<file path="src/hdl/efsd_pkg.sv">
// ----------------------------------------------------------------------------
// efsd_pkg
// Shared types and constants for the earliest free server dispatcher.
// ----------------------------------------------------------------------------
package efsd_pkg;

    localparam int ARR_W  = 17;   // arrival second of day
    localparam int MIN_W  = 10;   // service length in minutes
    localparam int SC_W   = 8;    // server count register
    localparam int TIME_W = 32;   // free times and wait sums
    localparam int CNT_W  = 24;   // accepted job counter
    localparam int IDX_W  = 7;    // reported server index
    localparam int SVC_W  = 16;   // service length in seconds

    localparam int APB_AW = 4;
    localparam int APB_DW = 32;

    localparam logic [SC_W-1:0]  RST_SERVER_COUNT = SC_W'(1);
    localparam logic [ARR_W-1:0] RST_OPEN_TIME    = ARR_W'(8 * 60 * 60);
    localparam logic [ARR_W-1:0] RST_CLOSE_TIME   = ARR_W'(17 * 60 * 60);
    localparam logic [MIN_W-1:0] RST_SERVICE_CAP  = MIN_W'(60);
    localparam logic [5:0]       SEC_PER_MIN      = 6'd60;
    localparam logic [CNT_W-1:0] CNT_MAX          = {CNT_W{1'b1}};
    localparam logic [TIME_W-1:0] TIME_MAX        = {TIME_W{1'b1}};

    typedef enum logic [1:0] {
        REG_SERVER_COUNT = 2'd0,
        REG_OPEN_TIME    = 2'd1,
        REG_CLOSE_TIME   = 2'd2,
        REG_SERVICE_CAP  = 2'd3
    } t_reg_idx;

    typedef struct packed {
        logic [SC_W-1:0]  server_count;
        logic [ARR_W-1:0] open_time;
        logic [ARR_W-1:0] close_time;
        logic [MIN_W-1:0] service_cap;
    } t_cfg;

    typedef struct packed {
        logic              accepted;
        logic [CNT_W-1:0]  accepted_count;
        logic [TIME_W-1:0] total_wait_seconds;
        logic [TIME_W-1:0] wait_seconds;
        logic [IDX_W-1:0]  server_index;
    } t_result;

endpackage

</file>
<file path="src/hdl/efsd_ram.sv">
// ----------------------------------------------------------------------------
// efsd_ram
// Generic single write port, single read port RAM with registered read data.
// ----------------------------------------------------------------------------
module efsd_ram #(
    parameter int WIDTH = 32,
    parameter int DEPTH = 128,
    localparam int AW = (DEPTH > 1) ? $clog2(DEPTH) : 1
) (
    input  logic             i_clk,
    input  logic             i_we,
    input  logic [AW-1:0]    i_waddr,
    input  logic [WIDTH-1:0] i_wdata,
    input  logic [AW-1:0]    i_raddr,
    output logic [WIDTH-1:0] o_rdata
);

    logic [WIDTH-1:0] r_mem [DEPTH];
    logic [WIDTH-1:0] r_rdata;

    always_ff @(posedge i_clk) begin
        if (i_we) begin
            r_mem[i_waddr] <= i_wdata;
        end
        r_rdata <= r_mem[i_raddr];
    end

    assign o_rdata = r_rdata;

endmodule

</file>
<file path="src/hdl/efsd_cfg.sv">
// ----------------------------------------------------------------------------
// efsd_cfg
// APB register file holding the dispatcher configuration.
// ----------------------------------------------------------------------------
module efsd_cfg (
    input  logic                     i_clk,
    input  logic                     i_rst_n,
    input  logic                     psel,
    input  logic                     penable,
    input  logic                     pwrite,
    input  logic [efsd_pkg::APB_AW-1:0] paddr,
    input  logic [efsd_pkg::APB_DW-1:0] pwdata,
    output logic [efsd_pkg::APB_DW-1:0] prdata,
    output logic                     pready,
    output efsd_pkg::t_cfg           o_cfg,
    output logic                     o_reload
);
    import efsd_pkg::*;

    t_cfg     r_cfg;
    t_reg_idx w_idx;
    logic     w_wr;

    assign pready = 1'b1;
    assign w_idx  = t_reg_idx'(paddr[3:2]);
    assign w_wr   = psel && penable && pwrite;

    always_ff @(posedge i_clk) begin
        if (!i_rst_n) begin
            r_cfg.server_count <= RST_SERVER_COUNT;
            r_cfg.open_time    <= RST_OPEN_TIME;
            r_cfg.close_time   <= RST_CLOSE_TIME;
            r_cfg.service_cap  <= RST_SERVICE_CAP;
        end else if (w_wr) begin
            case (w_idx)
                REG_SERVER_COUNT: r_cfg.server_count <= pwdata[SC_W-1:0];
                REG_OPEN_TIME:    r_cfg.open_time    <= pwdata[ARR_W-1:0];
                REG_CLOSE_TIME:   r_cfg.close_time   <= pwdata[ARR_W-1:0];
                REG_SERVICE_CAP:  r_cfg.service_cap  <= pwdata[MIN_W-1:0];
                default: ;
            endcase
        end
    end

    always_comb begin
        case (w_idx)
            REG_SERVER_COUNT: prdata = APB_DW'(r_cfg.server_count);
            REG_OPEN_TIME:    prdata = APB_DW'(r_cfg.open_time);
            REG_CLOSE_TIME:   prdata = APB_DW'(r_cfg.close_time);
            REG_SERVICE_CAP:  prdata = APB_DW'(r_cfg.service_cap);
            default:          prdata = '0;
        endcase
    end

    // Writing the open time restarts the free time table.
    assign o_reload = w_wr && (w_idx == REG_OPEN_TIME);
    assign o_cfg    = r_cfg;

endmodule

</file>
<file path="src/hdl/efsd_core.sv">
// ----------------------------------------------------------------------------
// efsd_core
// Sequencer that scans the free time table through one comparator, updates
// the chosen server and keeps the running totals.
// ----------------------------------------------------------------------------
module efsd_core #(
    parameter int MAX_SERVERS = 128,
    localparam int AW = (MAX_SERVERS > 1) ? $clog2(MAX_SERVERS) : 1
) (
    input  logic                          i_clk,
    input  logic                          i_rst_n,
    input  efsd_pkg::t_cfg                i_cfg,
    input  logic                          i_reload,
    input  logic                          i_in_valid,
    output logic                          o_in_ready,
    input  logic [efsd_pkg::ARR_W-1:0]    i_arrival,
    input  logic [efsd_pkg::MIN_W-1:0]    i_minutes,
    output logic                          o_res_valid,
    input  logic                          i_res_take,
    output efsd_pkg::t_result             o_res,
    output logic                          o_ram_we,
    output logic [AW-1:0]                 o_ram_waddr,
    output logic [efsd_pkg::TIME_W-1:0]   o_ram_wdata,
    output logic [AW-1:0]                 o_ram_raddr,
    input  logic [efsd_pkg::TIME_W-1:0]   i_ram_rdata
);
    import efsd_pkg::*;

    localparam int CW = $clog2(MAX_SERVERS + 1);
    localparam int XW = (CW > SC_W) ? CW : SC_W;

    typedef enum logic [4:0] {
        S_CLEAR = 5'b00001,
        S_IDLE  = 5'b00010,
        S_SCAN  = 5'b00100,
        S_CALC  = 5'b01000,
        S_DONE  = 5'b10000
    } t_state;

    t_state            r_state;
    logic [AW-1:0]     r_clr_addr;
    logic [ARR_W-1:0]  r_arrival;
    logic [MIN_W-1:0]  r_minutes;
    logic              r_reject;
    logic [AW-1:0]     r_last_idx;
    logic [AW-1:0]     r_rd_addr;
    logic              r_rd_done;
    logic              r_rd_vld;
    logic [AW-1:0]     r_rd_idx;
    logic [TIME_W-1:0] r_best;
    logic [AW-1:0]     r_best_idx;
    logic [TIME_W-1:0] r_wait;
    logic [TIME_W-1:0] r_sum;
    logic [CNT_W-1:0]  r_cnt;

    logic [XW-1:0]     w_sc;
    logic [XW-1:0]     w_active;
    logic              w_accept;
    logic              w_issue;
    logic [SVC_W-1:0]  w_service;
    logic              w_busy;
    logic [TIME_W-1:0] w_wait;
    logic [TIME_W:0]   w_ext_sum;
    logic [TIME_W-1:0] w_new_free;
    logic [TIME_W:0]   w_wsum;
    logic [TIME_W-1:0] n_sum;
    logic [CNT_W-1:0]  n_cnt;

    // Servers in use: zero counts as one, anything above the table depth clips.
    always_comb begin
        w_sc = XW'(i_cfg.server_count);
        if (w_sc == '0) begin
            w_active = XW'(1);
        end else if (w_sc > XW'(MAX_SERVERS)) begin
            w_active = XW'(MAX_SERVERS);
        end else begin
            w_active = w_sc;
        end
    end

    assign o_in_ready = (r_state == S_IDLE);
    assign w_accept   = o_in_ready && i_in_valid;
    assign w_issue    = (r_state == S_SCAN) && !r_rd_done;
    assign w_service  = SVC_W'(r_minutes) * SVC_W'(SEC_PER_MIN);

    // Update arithmetic for the chosen server.
    assign w_busy    = (r_best >= TIME_W'(r_arrival));
    assign w_wait    = w_busy ? (r_best - TIME_W'(r_arrival)) : '0;
    assign w_ext_sum = {1'b0, r_best} + (TIME_W + 1)'(w_service);
    always_comb begin
        if (w_busy) begin
            w_new_free = w_ext_sum[TIME_W] ? TIME_MAX : w_ext_sum[TIME_W-1:0];
        end else begin
            w_new_free = TIME_W'(r_arrival) + TIME_W'(w_service);
        end
    end

    // Totals as they stand after this job.
    assign w_wsum = {1'b0, r_sum} + {1'b0, r_wait};
    always_comb begin
        if (r_reject) begin
            n_sum = r_sum;
            n_cnt = r_cnt;
        end else begin
            n_sum = w_wsum[TIME_W] ? TIME_MAX : w_wsum[TIME_W-1:0];
            n_cnt = (r_cnt == CNT_MAX) ? r_cnt : r_cnt + CNT_W'(1);
        end
    end

    // Table write port: clearing sweep or the single update of a job.
    always_comb begin
        o_ram_we    = 1'b0;
        o_ram_waddr = r_best_idx;
        o_ram_wdata = w_new_free;
        case (r_state)
            S_CLEAR: begin
                o_ram_we    = 1'b1;
                o_ram_waddr = r_clr_addr;
                o_ram_wdata = TIME_W'(i_cfg.open_time);
            end
            S_CALC: begin
                o_ram_we = 1'b1;
            end
            default: ;
        endcase
    end
    assign o_ram_raddr = r_rd_addr;

    assign o_res_valid               = (r_state == S_DONE);
    assign o_res.accepted            = !r_reject;
    assign o_res.accepted_count      = n_cnt;
    assign o_res.total_wait_seconds  = n_sum;
    assign o_res.wait_seconds        = r_reject ? '0 : r_wait;
    assign o_res.server_index        = r_reject ? '0 : IDX_W'(r_best_idx);

    always_ff @(posedge i_clk) begin
        if (!i_rst_n) begin
            r_state    <= S_CLEAR;
            r_clr_addr <= '0;
            r_rd_done  <= 1'b1;
            r_rd_vld   <= 1'b0;
            r_sum      <= '0;
            r_cnt      <= '0;
        end else begin
            r_rd_vld <= w_issue;
            r_rd_idx <= r_rd_addr;
            if (w_issue) begin
                r_rd_done <= (r_rd_addr == r_last_idx);
                r_rd_addr <= r_rd_addr + AW'(1);
            end
            if (r_rd_vld && ((r_rd_idx == '0) || (i_ram_rdata < r_best))) begin
                r_best     <= i_ram_rdata;
                r_best_idx <= r_rd_idx;
            end

            if (i_reload) begin
                r_state    <= S_CLEAR;
                r_clr_addr <= '0;
            end else begin
                case (r_state)
                    S_CLEAR: begin
                        r_clr_addr <= r_clr_addr + AW'(1);
                        if (r_clr_addr == AW'(MAX_SERVERS - 1)) begin
                            r_state <= S_IDLE;
                        end
                    end
                    S_IDLE: begin
                        if (w_accept) begin
                            r_arrival  <= i_arrival;
                            r_minutes  <= (i_minutes > i_cfg.service_cap) ?
                                          i_cfg.service_cap : i_minutes;
                            r_reject   <= (i_arrival > i_cfg.close_time);
                            r_last_idx <= AW'(w_active - XW'(1));
                            r_rd_addr  <= '0;
                            r_rd_done  <= 1'b0;
                            r_best_idx <= '0;
                            r_state    <= (i_arrival > i_cfg.close_time) ? S_DONE : S_SCAN;
                        end
                    end
                    S_SCAN: begin
                        if (r_rd_vld && (r_rd_idx == r_last_idx)) begin
                            r_state <= S_CALC;
                        end
                    end
                    S_CALC: begin
                        r_wait  <= w_wait;
                        r_state <= S_DONE;
                    end
                    S_DONE: begin
                        if (i_res_take) begin
                            r_sum   <= n_sum;
                            r_cnt   <= n_cnt;
                            r_state <= S_IDLE;
                        end
                    end
                    default: r_state <= S_CLEAR;
                endcase
            end
        end
    end

endmodule

</file>
<file path="src/hdl/earliest_free_server_dispatch.sv">
// ----------------------------------------------------------------------------
// earliest_free_server_dispatch
// Dispatches each job to the server that frees up earliest and reports the
// wait, the running wait total and the accepted job count.
// ----------------------------------------------------------------------------
//
//  Port group   Direction  Beat contents
//  s_axis       in         tdata: arrival_second[16:0], service_minutes[26:17]
//  m_axis       out        tdata: server_index, wait, total wait, count
//                          tuser: accepted
//  APB          in/out     server_count, open_time, close_time, service cap
//
// For an accepted job the free time table is read one entry per cycle, over
// the N servers in use (server_count, zero taken as one, clipped at
// MAX_SERVERS), through a single read port and folded through one shared
// comparator; the chosen entry is then updated and the result is handed to
// the output register. A job arriving after the close time skips the scan.
// After reset, and after every write of open_time, a sweep writes open_time
// into all MAX_SERVERS table entries; no input beat is taken meanwhile.
// A stalled output register holds the finished result and stops the
// sequencer only when the next result is ready to be handed over.
// ----------------------------------------------------------------------------
module earliest_free_server_dispatch #(
    parameter int MAX_SERVERS = 128
) (
    input  logic                          i_clk,
    input  logic                          i_rst_n,
    // Input beat, tdata from bit 0: arrival_second (17), service_minutes (10)
    input  logic                          s_axis_tvalid,
    output logic                          s_axis_tready,
    input  logic [31:0]                   s_axis_tdata,
    // Result beat, tdata from bit 0: server_index (7), wait_seconds (32),
    // total_wait_seconds (32), accepted_count (24)
    output logic                          m_axis_tvalid,
    input  logic                          m_axis_tready,
    output logic [95:0]                   m_axis_tdata,
    // tuser: accepted (1)
    output logic                          m_axis_tuser,
    // Configuration port
    input  logic                          psel,
    input  logic                          penable,
    input  logic                          pwrite,
    input  logic [efsd_pkg::APB_AW-1:0]   paddr,
    input  logic [efsd_pkg::APB_DW-1:0]   pwdata,
    output logic [efsd_pkg::APB_DW-1:0]   prdata,
    output logic                          pready
);
    import efsd_pkg::*;

    localparam int AW = (MAX_SERVERS > 1) ? $clog2(MAX_SERVERS) : 1;

    t_cfg              w_cfg;
    logic              w_reload;
    logic              w_res_valid;
    logic              w_res_take;
    t_result           w_res;
    logic              w_ram_we;
    logic [AW-1:0]     w_ram_waddr;
    logic [TIME_W-1:0] w_ram_wdata;
    logic [AW-1:0]     w_ram_raddr;
    logic [TIME_W-1:0] w_ram_rdata;

    logic              r_out_valid;
    t_result           r_out;

    efsd_cfg u_cfg (
        .i_clk    (i_clk),
        .i_rst_n  (i_rst_n),
        .psel     (psel),
        .penable  (penable),
        .pwrite   (pwrite),
        .paddr    (paddr),
        .pwdata   (pwdata),
        .prdata   (prdata),
        .pready   (pready),
        .o_cfg    (w_cfg),
        .o_reload (w_reload)
    );

    // Free time table, one 32-bit entry per server.
    efsd_ram #(
        .WIDTH (TIME_W),
        .DEPTH (MAX_SERVERS)
    ) u_ram (
        .i_clk   (i_clk),
        .i_we    (w_ram_we),
        .i_waddr (w_ram_waddr),
        .i_wdata (w_ram_wdata),
        .i_raddr (w_ram_raddr),
        .o_rdata (w_ram_rdata)
    );

    efsd_core #(
        .MAX_SERVERS (MAX_SERVERS)
    ) u_core (
        .i_clk       (i_clk),
        .i_rst_n     (i_rst_n),
        .i_cfg       (w_cfg),
        .i_reload    (w_reload),
        .i_in_valid  (s_axis_tvalid),
        .o_in_ready  (s_axis_tready),
        .i_arrival   (s_axis_tdata[16:0]),
        .i_minutes   (s_axis_tdata[26:17]),
        .o_res_valid (w_res_valid),
        .i_res_take  (w_res_take),
        .o_res       (w_res),
        .o_ram_we    (w_ram_we),
        .o_ram_waddr (w_ram_waddr),
        .o_ram_wdata (w_ram_wdata),
        .o_ram_raddr (w_ram_raddr),
        .i_ram_rdata (w_ram_rdata)
    );

    // Output register: a new result moves in when the register is empty or
    // its beat completes in the same cycle.
    assign w_res_take = w_res_valid && (!r_out_valid || m_axis_tready);

    always_ff @(posedge i_clk) begin
        if (!i_rst_n) begin
            r_out_valid <= 1'b0;
        end else if (w_res_take) begin
            r_out_valid <= 1'b1;
        end else if (m_axis_tready) begin
            r_out_valid <= 1'b0;
        end
    end

    always_ff @(posedge i_clk) begin
        if (w_res_take) begin
            r_out <= w_res;
        end
    end

    assign m_axis_tvalid = r_out_valid;
    assign m_axis_tuser  = r_out.accepted;
    assign m_axis_tdata  = {1'b0, r_out.accepted_count, r_out.total_wait_seconds,
                            r_out.wait_seconds, r_out.server_index};

    // The sequencer works on one job at a time.
    a_one_job: assert property (@(posedge i_clk) disable iff (!i_rst_n)
        (s_axis_tvalid && s_axis_tready) |=> !s_axis_tready)
        else $error("input beat taken while a job is in progress");

    // The output register only fills from a result handed over by the core.
    a_out_load: assert property (@(posedge i_clk) disable iff (!i_rst_n)
        $rose(m_axis_tvalid) |-> $past(w_res_take))
        else $error("result beat appeared without a handover");

    // A rejected job carries no server and no wait.
    a_reject_zero: assert property (@(posedge i_clk) disable iff (!i_rst_n)
        (m_axis_tvalid && !m_axis_tuser) |->
        (r_out.server_index == '0) && (r_out.wait_seconds == '0))
        else $error("rejected job reports a server or a wait");

endmodule
</file>
<file path="config.mk">
export PLATFORM = sky130hd
export DESIGN_NAME = earliest_free_server_dispatch
export DESIGN_NICKNAME = d
export VERILOG_FILES = /design/src/hdl/efsd_pkg.sv /design/src/hdl/efsd_ram.sv /design/src/hdl/efsd_cfg.sv /design/src/hdl/efsd_core.sv /design/src/hdl/earliest_free_server_dispatch.sv
export SDC_FILE = /design/constraint.sdc
export NUM_CORES = 2
export LEC_CHECK = 0
export BUFFER_PORTS_ARGS = -buffer_cell sky130_fd_sc_hd__buf_2
export CAP_MARGIN = 40
export CORE_MARGIN = 4
export CORE_UTILIZATION = 55
export CTS_BUF_LIST = sky130_fd_sc_hd__clkbuf_2
export CTS_CLUSTER_SIZE = 14
export DETAILED_ROUTE_END_ITERATION = 8
export GPL_TIMING_DRIVEN = 0
export PLACE_DENSITY = 0.71
export SLEW_MARGIN = 30
export SYNTH_ARGS = -nofsm -noshare
export SYNTH_HDL_FRONTEND = slang
export SYNTH_HIERARCHICAL = 1
export SYNTH_SLANG_ARGS = --single-unit
</file>
<file path="constraint.sdc">
create_clock -name i_clk -period 13.3 [get_ports i_clk]
set_clock_uncertainty 0.1 [all_clocks]
set_input_delay 1.995 -clock i_clk [delete_from_list [all_inputs] [get_ports i_clk]]
set_output_delay 1.995 -clock i_clk [all_outputs]
set_load 0.03 [all_outputs]
</file>
# Word-level counts from Yosys, hierarchy flattened
# Memory sizes are Yosys's and may differ from the RTL's. A register that Yosys moved wholly into a read port is not among the register bits.
# Index checks and enable logic that the tools add are counted.
totals:
  ff_bits: 339
  mem_count: 1
  ram_bits: 4096
  output_inout_bits: 132
classes:
  eq_ne: 16
  n_mul: 1
  n_lt_le_gt_ge: 5
  muxes: 35
  reduce_logical: 28
  addsub: 8
  bitwise_logic: 2
mem_list:
  columns: ["name", "words", "width", "read_ports", "rd_ports_with_merged_regs", "write_ports", "line", "rtl"]
  rows:
  - ["u_ram.r_mem", 128, 32, 1, 1, 1, "efsd_ram.sv:18", "logic [WIDTH-1:0] r_mem [DEPTH];"]
ops:
  columns: ["cell", "count"]
  rows:
  - ["$mux 32", 5]
  - ["$pmux 32 s4", 1]
  - ["$mux 7", 11]
  - ["$mux 24", 2]
  - ["$add 32x16->33", 1]
  - ["$add 32x32->33", 1]
  - ["$ge 32x17->1", 1]
  - ["$lt 32x32->1", 1]
  - ["$sub 32x17->32", 1]
  - ["$mux 5", 5]
  - ["$pmux 5 s5", 1]
  - ["$add 24x1->24 const B", 1]
  - ["$eq 24x24->1 const B", 1]
  - ["$add 17x16->18", 1]
  - ["$gt 17x17->1", 1]
  - ["$add 7x1->7 const B", 2]
  - ["$eq 7x7->1", 2]
  - ["$mul 10x4->14 const B", 1]
  - ["$gt 10x10->1", 1]
  - ["$mux 10", 1]
  - ["$reduce_and 2->1", 5]
  - ["$mux 1", 9]
  - ["$gt 8x8->1 const B", 1]
  - ["$logic_and 1x1->1", 8]
  - ["other kinds (21)", 31]

# Logic depth before layout (Yosys ltp)
depth:
  depth_word: 7
  depth_mapped: 25
  ltp_nobuf: 24

# By module
# The synthesis kept the hierarchy.
by_module_without_submodules:
  columns: ["mod", "n_inst", "area_each_um2", "cells_each", "seq_area_each_um2"]
  rows:
  - ["efsd_ram", 1, 156276.1, 5990, 123638.6]
  - ["efsd_core", 1, 15552.4, 1734, 5004.8]
  - ["earliest_free_server_dispatch", 1, 2941.6, 102, 2902.8]
  - ["efsd_cfg", 1, 2482.4, 259, 1041.0]

# Worst setup path before layout
# Ideal clock, no wire load.
synth_path:
  kind: "reg-to-reg"
  startpoint: "reg u_core.r_minutes[0]"
  endpoint: "mem u_ram.r_mem[0][27] (data pin)"
  path_stages_with_launch: 22
  path_slack_ps: 1322
  required_time_ps: 11880
  t_arrival_ps: 10558
  path_buffers: 1
  cell_sequence: "edfxtp_1 -> fa_1 -> fa_1 -> ha_1 -> a21o_1 -> a21oi_1 -> o21ai_0 -> a21oi_1 -> nor2b_1 -> o2111ai_1 -> nand3_1 -> o41a_1 -> xor2_1 -> ha_1 -> nand2_1 -> nor2_1 -> a22o_1 -> a31oi_1 -> a21oi_1 -> nand4_1 -> clkbuf_1 -> a311oi_1"
synth_between:
  elab_chain_cells: 5
synth_rtl:
  columns: ["element", "line", "rtl"]
  rows:
  - ["start, declared", "efsd_core.sv:43", "logic [MIN_W-1:0] r_minutes;"]
  - ["start signal, assigned", "efsd_core.sv:170", "r_minutes <= (i_minutes > i_cfg.service_cap) ?"]
  - ["$mul 10x4->14", "efsd_core.sv:84", "assign w_service = SVC_W'(r_minutes) * SVC_W'(SEC_PER_MIN);"]
  - ["$add 32x16->33", "efsd_core.sv:89", "assign w_ext_sum = {1'b0, r_best} + (TIME_W + 1)'(w_service);"]
  - ["$mux 32", "efsd_core.sv:92", "w_new_free = w_ext_sum[TIME_W] ? TIME_MAX : w_ext_sum[TIME_W-1:0];"]
  - ["$mux 32", "efsd_core.sv:91", "if (w_busy) begin"]
  - ["$mux 32", "efsd_core.sv:115", "case (r_state)"]
  - ["net w_ram_wdata[27]", "earliest_free_server_dispatch.sv:59", "logic [TIME_W-1:0] w_ram_wdata;"]
  - ["end, declared", "efsd_ram.sv:18", null]
# The timed path passes the listed nets, and every way through them passes these cells.

# Final worst setup path
layout_path:
  startpoint: "reg u_core.r_minutes[0]"
  endpoint: "mem u_ram.r_mem[122][29] (data pin)"
# Same word-level chain as after synthesis.

==> flow_summary_export.csv <==
group,metric,value,unit
setup_path,worstPathRequired,15.12,ns
setup_path,reg2reg_slack,4.55,ns
routing,drt_iter0_markers,13300,
timing,timing.final.crit_share,65.8,%
synthesis,yosys_warnings,6,
setup_path,end_kind,"flip-flop",
synthesis,synth_edf_count,4312,
synthesis,avgSynthCellArea,21.9,um^2
routing,finalWirelength,478000,um
clock_tree,cts_tree,"done",
synthesis,synthesis.area,0.177,mm^2
clock_tree,cts_buffers,1134,
hold_path,hp-class,"reg -> reg",
timing,fmax,114,MHz
timing,setup_violations,0,
pwr,p_leak,67.5,nW
synthesis,ys_types,89,
placed_design,dp_hpwl,337000,um
floorplanning,chipWidth,576,um
synthesis,post-synth-top-area-cell,"edfxtp_1",
synthesis,synth_flop_cell,"edfxtp_1",
setup_path,crit_path_start_kind,"flip-flop",
setup_path,path_buf_inv,6,
synthesis,yosysSeqAreaShare,74.8,%
floorplanning,ioPinCount,207,
timing,drv_slew,0,
final_layout,post-route-cell-area,0.206,mm^2
setup_path,worstSetupPathType,"reg -> reg",
timing,hold_violations,0,
timing,rsz0062_at_grt,"no",
synthesis,synth_top_area_share,73.1,%
placed_design,io_buffer_count,165,
final_layout,area_growth,16.1,%
clock_tree,clkTransAtPathRegs,0.10,ns
pwr,total_power,25.6,mW
floorplanning,num_rows,208,
routing,wire_per_inst,31.8,um
routing,drc,0,
floorplanning,fp.dieH,576,um
floorplanning,dieArea,0.331,mm^2
global_routing,grt_pass1_wl,681000,um
timing,fin_hold_ws,0.344,ns
pwr,powerDensity,124,mW/mm^2
global_routing,grt.total_usage,29.1,%
setup_path,max_stage_delay,0.71,ns
timing,setup_slack,4.55,ns
setup_path,cp.arrival,10.57,ns
final_layout,nets,10200,
global_routing,overflow,0,
placed_design,pre_cts_ws,4.93,ns
global_routing,antenna_found_initial,46,
timing,slew_headroom,34.5,%
placed_design,place_area,0.195,mm^2
synthesis,yosys-top-cells-area,"edfxtp_1 73%, mux4_2 17%, dfxtp_1 1.8%, ha_1 1.1%, nor2_1 0.50%",
clock_tree,clkLatencyLatePin,2.19,ns
clock_tree,cts_max_level,7,
synthesis,yosys_register_bits,4467,
global_routing,grt_pass1_vias,97100,
setup_path,cp_max_fo,22,
routing,dr.pass1.iters,6,
synthesis,async_reset_ff_share,0,%
timing,fin_crit,8.75,ns
clock_tree,cts_buffer_depth,5,
synthesis,synthCells,8085,
run,cap_viol_max_count,0,
final_layout,layout-drive-gt1-share,38.7,%
routing,vias,95600,
timing,tightest_slew,0.982,ns
placed_design,place.gp.congestion,0.922,
pwr,irDropWorstVdd,0.0833,mV
global_routing,grt_max_degree,66,
run_status,outcome,"finished, final reports clean",
clock_tree,clkSinkCount,4467,
routing,ant_nets,0,
clock_tree,clockRootBuffer,"clkbuf_2",
setup_path,path_delay_family,"compound AO/OA/AOI/OAI gates",
routing,viasPerCell,6.36,
floorplanning,coreArea,0.321,mm^2
floorplanning,initial_utilization,55.2,%
setup_path,critPathSlowestCell,"a311oi_4",
timing,setup_tns,0,ns
cell type report:
class	count	area [um^2]
Tap cell	4305	5390
Fill cell	21000	115000
Antenna cell	34	85.1
Inverter	147	552
Buffer	405	1870
Clock inverter	263	1580
Sequential cell	4467	133000
Timing Repair Buffer	756	12200
Clock buffer	1582	7920
Multi-Input combinational cell	3080	43700
metrics by stage:
step	utilization, %	cells
detailed placement	60.9	13100
global placement	57.2	12600
CTS	64.0	15000
finish	64.1	15000
global route	64.1	15000
floorplan	-	8099
synthesized netlist by cell type (21+ instances only):
cell type,instances
nor2b_1,71
edfxtp_1,4312
o211ai_1,22
ha_1,159
mux2_2,51
inv_1,146
buf_4,21
buf_1,53
nor3_1,59
xor2_1,60
dfxtp_1,155
nand4_1,30
nand2b_1,27
nor2_1,235
a21oi_1,126
nand2_1,172
o21ai_0,129
nand3_1,72
o21a_1,32
and2_1,23
xnor2_1,73
clkbuf_1,231
mux2i_1,50
fa_1,21
mux4_2,1352
buf_2,90
a21o_1,42
layer usage:
layer | GRT usage (%) | part of all wire (%) | vias to the layer above
met1 | 38.1 | 35 | 49400
met5 | 0.187 | 0.041 | -
met2 | 44.8 | 48 | 6637
li1 | - | - | 38500
met3 | 9.13 | 12 | 1026
met4 | 14.1 | 4.7 | 10
power by group:
| group | internal, mW | leakage, nW | switching (mW) |
|---|---|---|---|
| Combinational | 0.589 | 21.0 | 0.806 |
| Clock | 3.57 | 7.37 | 5.29 |
| Sequential | 15.3 | 39.1 | 0.0365 |
| Total | 19.4 | 67.5 | 6.13 |
registers in the layout, indices dropped and copies added, names as in the netlist, 17 cells and up:
| name | flops |
|---|---|
| u_ram/r_mem | 4096 |
| u_core/r_cnt | 24 |
| u_core/r_wait | 32 |
| u_core/r_sum | 32 |
| m_axis_tdata | 95 |
| u_ram/o_rdata | 32 |
| u_core/r_arrival | 17 |
| u_core/r_best | 32 |
| u_cfg/o_cfg | 52 |
cell usage in the layout, fill, tap and decap left out, types with 116 or more instances in the layout:
cell type / instances
a21oi_1: 122
buf_16: 303
buf_2: 275
buf_4: 121
clkbuf_1: 187
clkbuf_2: 1625
clkinv_1: 194
dfxtp_1: 155
edfxtp_1: 4312
ha_1: 159
inv_1: 145
mux4_2: 1352
nand2_1: 171
nor2_4: 121
o21ai_0: 116
repair_timing:
| action | in CTS | in global routing |
|---|---|---|
| hold buffers | 54 | 0 |
| gates resized for setup | 0 | 0 |
| endpoints found under the hold margin | 84 | 0 |
| buffers inserted | 0 | 0 |
logic make-up after synthesis:
| kind of cell | Yosys count | share of synthesized area (%) |
|---|---|---|
| adder cells (fa/ha/maj) | 180 | 1.36 |
| AND/OR/NAND/NOR | 786 | 2.19 |
| other | 3 | 0.00635 |
| buffers and inverters | 552 | 1.32 |
| flip-flops | 4467 | 74.8 |
| XOR/XNOR | 133 | 0.657 |
| AO/OA/AOI/OAI | 511 | 1.88 |
| multiplexers | 1453 | 17.8 |
worst paths after layout:
check | cells past startpoint | to | startpoint
setup / recovery | 26 | u_ram/r_mem[122][29]$_DFFE_PP_ | u_core/r_minutes[0]$_DFFE_PP_
hold reg to reg | 0 | u_core/r_best[3]$_DFFE_PP_ | u_ram/o_rdata[3]$_DFF_P_
setup reg to reg | 26 | u_ram/r_mem[122][29]$_DFFE_PP_ | u_core/r_minutes[0]$_DFFE_PP_
hold / removal | 0 | u_core/r_best[3]$_DFFE_PP_ | u_ram/o_rdata[3]$_DFF_P_
Note: power is estimated with default switching activity, not from simulation.
